## config.mk

```make
export PLATFORM = sky130hd
export DESIGN_NAME = heartbeat_link_loss_monitor_top
export DESIGN_NICKNAME = d
export VERILOG_FILES = /design/src/rtl/hblm_pkg.sv /design/src/rtl/hblm_front.sv /design/src/rtl/hblm_back.sv /design/src/rtl/heartbeat_link_loss_monitor_top.sv
export SDC_FILE = /design/constraint.sdc
export NUM_CORES = 2
export LEC_CHECK = 0
export ABC_CLOCK_PERIOD_IN_PS = 9800
export BUFFER_PORTS_ARGS = -buffer_cell sky130_fd_sc_hd__clkbuf_2
export CORE_ASPECT_RATIO = 1.5
export CORE_MARGIN = 4
export CORE_UTILIZATION = 57
export CTS_CLUSTER_DIAMETER = 80
export CTS_CLUSTER_SIZE = 14
export DETAILED_ROUTE_END_ITERATION = 10
export GPL_ROUTABILITY_DRIVEN = 0
export PLACE_DENSITY = 0.73
export SLEW_MARGIN = 20
export SYNTH_ARGS = -nofsm -noshare
export SYNTH_HDL_FRONTEND = slang
export SYNTH_SLANG_ARGS = --single-unit
```

## constraint.sdc

```tcl
create_clock -name clk -period 9.8 [get_ports clk]
set_input_delay 0.98 -clock clk [delete_from_list [all_inputs] [get_ports clk]]
set_output_delay 0.98 -clock clk [all_outputs]
set_load 0.02 [all_outputs]
```

## src/rtl/hblm_pkg.sv

```systemverilog
// hblm_pkg: shared types and constants of the heartbeat link-loss monitor.
// No dependencies.
package hblm_pkg;
  localparam int MaxPeers    = 16;
  localparam int MaxResults  = 16;
  localparam int AddrW       = 32;
  localparam int TimeW       = 32;
  localparam int PeriodW     = 24;
  localparam int LossW       = 8;
  localparam int SlackW      = 24;
  localparam int KindW       = 2;
  localparam int PaddrW      = 4;
  localparam int QueueDepth  = 2;
  localparam logic [TimeW-1:0] ThreshCap = 32'h7FFF_FFFF;

  localparam logic [KindW-1:0] KIND_RECORDED = 2'd0;
  localparam logic [KindW-1:0] KIND_DROPPED  = 2'd1;
  localparam logic [KindW-1:0] KIND_LOST     = 2'd2;

  localparam logic [PaddrW-1:0] REG_PERIOD = 4'h0;
  localparam logic [PaddrW-1:0] REG_LOSS   = 4'h4;
  localparam logic [PaddrW-1:0] REG_SLACK  = 4'h8;

  // command handed from the front to the back
  typedef struct packed {
    logic             is_scan;   // 1 scan table, 0 heartbeat
    logic [AddrW-1:0] addr;
    logic [TimeW-1:0] stamp;     // time_now after this command; a tick includes its own step
  } cmd_t;
endpackage

```

## src/rtl/hblm_front.sv

```systemverilog
// hblm_front: accepts input words, keeps time and the scan countdown, and
// pushes heartbeat/scan commands into a short queue. Uses hblm_pkg.
module hblm_front (
  input  logic                          clk,
  input  logic                          rst,
  input  logic                          in_valid,
  output logic                          in_ready,
  input  logic                          req_type,
  input  logic [hblm_pkg::AddrW-1:0]    peer_addr,
  input  logic [hblm_pkg::PeriodW-1:0]  period_ticks,
  output hblm_pkg::cmd_t                q_data,
  output logic                          q_valid,
  input  logic                          q_pop
);
  localparam int Depth = hblm_pkg::QueueDepth;
  localparam int PtrW  = $clog2(Depth);

  hblm_pkg::cmd_t              q_mem [Depth];
  logic [PtrW-1:0]             wr_ptr, rd_ptr;
  logic [PtrW:0]               count;
  logic [hblm_pkg::TimeW-1:0]  time_now;
  logic [hblm_pkg::PeriodW-1:0] scan_countdown;
  logic [hblm_pkg::PeriodW-1:0] half;
  logic                        accept, push;
  hblm_pkg::cmd_t              cmd;

  assign in_ready = (count != (PtrW+1)'(Depth));
  assign accept   = in_valid && in_ready;
  assign half     = (period_ticks >> 1) == '0 ? hblm_pkg::PeriodW'(1) : (period_ticks >> 1);
  // a tick pushes only when it scans; heartbeats always push
  assign push     = accept && (!req_type || scan_countdown == '0);
  assign q_valid  = count != '0;
  assign q_data   = q_mem[rd_ptr];

  always_comb begin
    cmd.is_scan = req_type;
    cmd.addr    = peer_addr;
    cmd.stamp   = req_type ? time_now + 1'b1 : time_now;
  end

  always_ff @(posedge clk) begin
    if (rst) begin
      time_now       <= '0;
      scan_countdown <= '0;
      wr_ptr         <= '0;
      rd_ptr         <= '0;
      count          <= '0;
    end else begin
      if (accept && req_type) begin
        time_now <= time_now + 1'b1;
        if (scan_countdown == '0) scan_countdown <= half - 1'b1;
        else                      scan_countdown <= scan_countdown - 1'b1;
      end
      if (push) begin
        q_mem[wr_ptr] <= cmd;
        wr_ptr        <= (wr_ptr == PtrW'(Depth-1)) ? '0 : wr_ptr + 1'b1;
      end
      if (q_pop) rd_ptr <= (rd_ptr == PtrW'(Depth-1)) ? '0 : rd_ptr + 1'b1;
      count <= count + (push ? 1'b1 : 1'b0) - (q_pop ? 1'b1 : 1'b0);
    end
  end

`ifndef ASSERT_OFF
  a_no_overflow: assert property (@(posedge clk) disable iff (rst)
    count == (PtrW+1)'(Depth) |-> !push) else $error("queue overflow");
  a_no_underflow: assert property (@(posedge clk) disable iff (rst)
    q_pop |-> q_valid) else $error("queue underflow");
  a_time_step: assert property (@(posedge clk) disable iff (rst)
    accept && req_type |=> time_now == $past(time_now) + 1'b1) else $error("time step");
`endif
endmodule

```

## src/rtl/hblm_back.sv

```systemverilog
// hblm_back: owns the peer table and walks it one entry a cycle (pausing while a
// lost report waits on out_ready) for heartbeat lookups and loss scans. Uses hblm_pkg.
module hblm_back #(
  parameter int MAX_PEERS = hblm_pkg::MaxPeers
) (
  input  logic                          clk,
  input  logic                          rst,
  input  hblm_pkg::cmd_t                q_data,
  input  logic                          q_valid,
  output logic                          q_pop,
  input  logic [hblm_pkg::PeriodW-1:0]  period_ticks,
  input  logic [hblm_pkg::LossW-1:0]    loss_count,
  input  logic [hblm_pkg::SlackW-1:0]   slack_ticks,
  output logic                          out_valid,
  input  logic                          out_ready,
  output logic [hblm_pkg::KindW-1:0]    kind,
  output logic [hblm_pkg::AddrW-1:0]    report_addr,
  output logic                          last
);
  localparam int IdxW = (MAX_PEERS > 1) ? $clog2(MAX_PEERS) : 1;
  localparam int CntW = $clog2(hblm_pkg::MaxResults + 1);

  typedef enum logic [2:0] {S_IDLE, S_THR, S_HB, S_SCAN, S_HOLD, S_OUT} state_t;
  state_t state;

  logic [MAX_PEERS-1:0]        valid_q;
  logic [hblm_pkg::AddrW-1:0]  addr_mem [MAX_PEERS];
  logic [hblm_pkg::TimeW-1:0]  seen_mem [MAX_PEERS];
  logic [IdxW-1:0]             idx, free_idx;
  logic                        free_found;
  logic [hblm_pkg::TimeW-1:0]  thr, elapsed;
  logic [hblm_pkg::TimeW+1:0]  prod;
  hblm_pkg::cmd_t              cur;
  logic                        at_end;
  // one pending lost report held until the next one or end of scan
  logic                        pend;
  logic [hblm_pkg::AddrW-1:0]  pend_addr;
  // lost peers taken so far in this scan; capped per scan
  logic [CntW-1:0]             n_lost;
  logic                        lost;

  assign at_end  = (idx == IdxW'(MAX_PEERS-1));
  assign elapsed = cur.stamp - seen_mem[idx];
  assign lost    = valid_q[idx] && (elapsed > thr) &&
                   (n_lost != CntW'(hblm_pkg::MaxResults));
  assign q_pop   = (state == S_IDLE) && q_valid;

  always_ff @(posedge clk) begin
    if (rst) begin
      state     <= S_IDLE;
      valid_q   <= '0;
      out_valid <= 1'b0;
      pend      <= 1'b0;
    end else begin
      case (state)
        S_IDLE: begin
          if (q_valid) begin
            cur        <= q_data;
            idx        <= '0;
            free_found <= 1'b0;
            pend       <= 1'b0;
            n_lost     <= '0;
            prod       <= 34'(32'(loss_count) * 32'(period_ticks)) + 34'(slack_ticks);
            state      <= q_data.is_scan ? S_THR : S_HB;
          end
        end
        S_THR: begin
          thr   <= (prod > 34'(hblm_pkg::ThreshCap)) ? hblm_pkg::ThreshCap
                                                     : prod[hblm_pkg::TimeW-1:0];
          state <= S_SCAN;
        end
        S_HB: begin
          if (valid_q[idx] && addr_mem[idx] == cur.addr) begin
            seen_mem[idx] <= cur.stamp;
            kind <= hblm_pkg::KIND_RECORDED; report_addr <= cur.addr; last <= 1'b1;
            out_valid <= 1'b1; state <= S_OUT;
          end else begin
            if (!valid_q[idx] && !free_found) begin
              free_found <= 1'b1; free_idx <= idx;
            end
            if (at_end) begin
              if (free_found || !valid_q[idx]) begin
                valid_q[free_found ? free_idx : idx]  <= 1'b1;
                addr_mem[free_found ? free_idx : idx] <= cur.addr;
                seen_mem[free_found ? free_idx : idx] <= cur.stamp;
                kind <= hblm_pkg::KIND_RECORDED;
              end else begin
                kind <= hblm_pkg::KIND_DROPPED;
              end
              report_addr <= cur.addr; last <= 1'b1;
              out_valid <= 1'b1; state <= S_OUT;
            end else begin
              idx <= idx + 1'b1;
            end
          end
        end
        S_SCAN: begin
          if (lost) begin
            valid_q[idx] <= 1'b0;
            n_lost       <= n_lost + 1'b1;
          end
          if (lost && pend) begin
            // earlier report goes out, this entry becomes the pending one
            kind <= hblm_pkg::KIND_LOST; report_addr <= pend_addr; last <= 1'b0;
            out_valid <= 1'b1; pend_addr <= addr_mem[idx]; state <= S_HOLD;
          end else if (at_end) begin
            if (pend || lost) begin
              kind <= hblm_pkg::KIND_LOST; last <= 1'b1; out_valid <= 1'b1;
              report_addr <= pend ? pend_addr : addr_mem[idx];
              pend <= 1'b0; state <= S_OUT;
            end else begin
              state <= S_IDLE;
            end
          end else begin
            if (lost) begin
              pend <= 1'b1; pend_addr <= addr_mem[idx];
            end
            idx <= idx + 1'b1;
          end
        end
        S_HOLD: begin
          if (out_ready) begin
            if (at_end) begin
              kind <= hblm_pkg::KIND_LOST; report_addr <= pend_addr; last <= 1'b1;
              pend <= 1'b0; state <= S_OUT;
            end else begin
              out_valid <= 1'b0; idx <= idx + 1'b1; state <= S_SCAN;
            end
          end
        end
        S_OUT: begin
          if (out_ready) begin
            out_valid <= 1'b0; state <= S_IDLE;
          end
        end
        default: state <= S_IDLE;
      endcase
    end
  end

`ifndef ASSERT_OFF
  a_out_in_state: assert property (@(posedge clk) disable iff (rst)
    out_valid |-> (state == S_OUT || state == S_HOLD)) else $error("stray output");
  a_hold_kind: assert property (@(posedge clk) disable iff (rst)
    state == S_HOLD |-> kind == hblm_pkg::KIND_LOST && !last) else $error("hold kind");
  a_pop_idle: assert property (@(posedge clk) disable iff (rst)
    q_pop |=> state != S_IDLE) else $error("pop without work");
`endif
endmodule

```

## src/rtl/heartbeat_link_loss_monitor_top.sv

```systemverilog
// heartbeat_link_loss_monitor_top: top level with APB register file.
// Depends on hblm_pkg, hblm_front, hblm_back.
//
// channel  | handshake             | payload
// in       | in_valid / in_ready   | req_type, peer_addr
// out      | out_valid / out_ready | kind, report_addr, last
// cfg      | psel/penable/pwrite   | paddr, pwdata, prdata
//
// Front takes a word a cycle while its 2-entry queue has room; ticks that
// do not scan never reach the back. The back walks the table one entry per
// cycle while no lost report waits on out_ready, and takes the next command
// only when done; a heartbeat stops at a matching entry, a scan visits all.
// Each result waits in the output register until out_ready.
// rst is synchronous, active high; it clears the table valid bits and time.
module heartbeat_link_loss_monitor_top #(
  parameter int MAX_PEERS = hblm_pkg::MaxPeers
) (
  input  logic                              clk,
  input  logic                              rst,
  input  logic                              in_valid,
  output logic                              in_ready,
  input  logic                              req_type,
  input  logic [hblm_pkg::AddrW-1:0]        peer_addr,
  output logic                              out_valid,
  input  logic                              out_ready,
  output logic [hblm_pkg::KindW-1:0]        kind,
  output logic [hblm_pkg::AddrW-1:0]        report_addr,
  output logic                              last,
  input  logic                              psel,
  input  logic                              penable,
  input  logic                              pwrite,
  input  logic [hblm_pkg::PaddrW-1:0]       paddr,
  input  logic [31:0]                       pwdata,
  output logic [31:0]                       prdata,
  output logic                              pready
);
  logic [hblm_pkg::PeriodW-1:0] period_ticks;
  logic [hblm_pkg::LossW-1:0]   loss_count;
  logic [hblm_pkg::SlackW-1:0]  slack_ticks;
  hblm_pkg::cmd_t               q_data;
  logic                         q_valid, q_pop;

  assign pready = 1'b1;

  // register writes on the access phase
  always_ff @(posedge clk) begin
    if (rst) begin
      period_ticks <= hblm_pkg::PeriodW'(1000);
      loss_count   <= hblm_pkg::LossW'(3);
      slack_ticks  <= '0;
    end else if (psel && penable && pwrite) begin
      case (paddr)
        hblm_pkg::REG_PERIOD: period_ticks <= pwdata[hblm_pkg::PeriodW-1:0];
        hblm_pkg::REG_LOSS:   loss_count   <= pwdata[hblm_pkg::LossW-1:0];
        hblm_pkg::REG_SLACK:  slack_ticks  <= pwdata[hblm_pkg::SlackW-1:0];
        default: ;
      endcase
    end
  end

  always_comb begin
    case (paddr)
      hblm_pkg::REG_PERIOD: prdata = 32'(period_ticks);
      hblm_pkg::REG_LOSS:   prdata = 32'(loss_count);
      hblm_pkg::REG_SLACK:  prdata = 32'(slack_ticks);
      default:              prdata = '0;
    endcase
  end

  hblm_front u_front (
    .clk, .rst, .in_valid, .in_ready, .req_type, .peer_addr, .period_ticks,
    .q_data, .q_valid, .q_pop
  );

  hblm_back #(.MAX_PEERS(MAX_PEERS)) u_back (
    .clk, .rst, .q_data, .q_valid, .q_pop, .period_ticks, .loss_count,
    .slack_ticks, .out_valid, .out_ready, .kind, .report_addr, .last
  );
endmodule

```

==> impl_results.md <==
* Via density at 6.25
* Seq/Total Area, Yosys at 63.6%
* Post-route ant nets at 0
* Detail Placement HPWL at 99100 um
* CTS Buf Count at 118
* Max_slew headroom at 24.2%
* Clock Skews at 38.8 ps
* Hold depth at 1
* Post-CTS setup repair buffer count at 0
* First-pass GRT wire length at 245000 um
* CTS H-tree depth at 3
* 1st-iter DRT viols at 4313
* Static leakage at 25.8 nW
* Area delta synth->final at 8.69%
* Residual DRC at 0
* CTS tree: built
* Most frequent cell after synthesis: edfxtp_1
* R2R setup slack at 660 ps
* Setup TNS at 0 ps
* Max cap viols at 0
* Synthesized instance count at 4529
* Ports at 146
* Clk slew on worst S/H paths at 70 ps
* Via count at 39200
* Endpoint type of the worst setup path: register
* Slew Limit Fails at 0
* Synth warn at 0
* Max stage delay on crit path at 700 ps
* Commonest cells post-synth: edfxtp_1 (1364), nand2_1 (400), inv_1 (299)
* Power Density at 259 mW/mm2
* Peak Freq at 109 MHz
* Critical Path Fanout Max at 34
* Synth area leaders: edfxtp_1 (59%), mux4_2 (8.6%), fa_1 (4.6%)
* Largest net degree at the start of global routing at 117
* Final nets at 4999
* Yosys cell types at 88
* Rows at 155
* EDFF count, synth at 1364
* Crit share post-route at 93.2%
* FFs w/ async S/R, synth at 0%
* Hold Path End: u_front.q_mem[1][50]
* Clk Latency, worst-skew pair at 740 ps
* Peak supply drop at 0.241 mV
* Mapped cell area at 0.0688 mm2
* Root Buffer: clkbuf_16
* Final Setup Violations at 0
* CP Class: register to register
* Die H at 434 um
* Routed wire per std cell at 25.8 um
* Crit-path slowest cell: a2111oi_0
* Syn Area/Cell at 15.2 um2
* Initial antenna violation count at 5
* DRT Pass-1 Iters at 6
* Hold Vio Cnt, Final at 0
* Unrepaired setup endpoints after global routing: false
* Synth Flop Type: edfxtp_1
* Worst-Margin Slew at 1130 ps
* Status: finished clean
* Hold WC Path Type: input pin to register
* Initial Util at 57.6%
* Synth Register Bits at 1506
* Routed WL at 162000 um
* Hold path startpoint: peer_addr[18]
* Worst hold margin at 436 ps
* Die Wd at 292 um
* PortBufs at 128
* Req. time, crit path at 10180 ps
* Minimum clock period at 9140 ps
* Hold_buf cts at 0
* Ratio of cells with drive above 1 in the final layout at 16.7%
* Vias in the first global route at 40200
* Total power at 19.3 mW
* CP startpoint kind: register
* WP data arrival at 9520 ps
* Worst R2R End: u_back.report_addr[21]
* # clock sinks at 1506
* R2R cell count at 28
* Core Area at 0.119 mm2
* Clock Path Buffers at 3
* Gr usage total at 25.6%
* Grt total ovfl at 0
* Most used cell, CP: ha_1
* Die ar. at 0.127 mm2
* Share of Yosys cell area claimed by the top area cell type at 59.5%
* Synth area leader: edfxtp_1
* Post-CTS sizing at 0
-- state kept, by name (all words and copies together), names as in the netlist, 2 cells and up, named ones only --
signal                  flops
u_back.addr_mem           512
u_back.seen_mem           512
u_front.q_mem             130
u_back.cur                 64
u_back.prod                33
u_back.pend_addr           32
u_back.report_addr         32
u_back.thr                 32
u_front.time_now           32
period_ticks               24
slack_ticks                24
u_front.scan_countdown     24
u_back.valid_q             16
loss_count                  8
u_back.n_lost               5
u_back.free_idx             4
u_back.idx                  4
u_back.state                3
u_back.kind                 2
u_front.count               2
-- cells in the final DEF, fill, tap and decap left out, drive strengths merged, types with 46 or more instances in the layout --
master / n
ha: 133
and2: 86
mux4: 262
a21o: 46
clkbuf: 307
or3: 51
xnor2: 93
o21ai: 100
inv: 300
a21oi: 158
xor2: 55
nor3: 58
mux2: 100
dfxtp: 142
buf: 89
edfxtp: 1364
mux2i: 114
nor2: 193
fa: 157
nand2: 400
-- layer usage --
layer  share of wire, %  global-route usage, %
met1                 38                   32.7
met2                 53                   46.0
met3                6.8                   3.33
met4                2.8                   7.68
met5              0.013                      0
-- kinds of logic after synthesis --
logic type,synth area share [%]
compound gates,5.49
xor+xnor,1.88
fa+ha+maj,6.98
buf+inv,3.13
flops,63.6
mux,11.9
other cells,0.0109
simple gates,7.00
-- metrics by stage --
stage,cell area [um2],setup WS (ps),utilization (%),cells
6_report,74800,663,62.6,6271
5_1_grt,74800,141,62.6,6271
4_1_cts,74800,752,62.6,6269
3_5_place_dp,71500,848,59.9,6083
3_3_place_gp,71500,903,59.8,6081
2_1_floorplan,68900,37.6,-,4537
-- worst max path at each step --
stage              from                      to
6_report       register  u_back.report_addr[21]
4_1_cts        register  u_back.report_addr[21]
5_1_grt        register  u_back.report_addr[22]
2_1_floorplan  register          u_back.kind[0]
3_3_place_gp   register  u_back.report_addr[21]
3_5_place_dp   register  u_back.report_addr[21]
-- critical path: cells and delay by family (launching register included) --
kind            cells  cell delay [ps]
fa+ha+maj           3              820
compound gates     10             2950
simple gates        7             2210
flops               1              640
mux                 2              990
buf+inv             5              980
xor+xnor            1              100
-- power breakdown --
group	switching, mW	internal [mW]
Clock	2.13	2.23
Combinational	3.92	2.91
Sequential	0.536	7.61
Total	6.59	12.8
-- layout make-up --
class | instances | area (um2)
timing repair buffer | 216 | 1400
tap | 1570 | 1960
sequential | 1506 | 43800
clock inverter | 6 | 81.3
multi-input combinational | 2492 | 23200
fill | 8689 | 44600
clock buffer | 180 | 3210
antenna | 2 | 5.00
inverter | 299 | 1120
(Power assumes the default switching activity.)
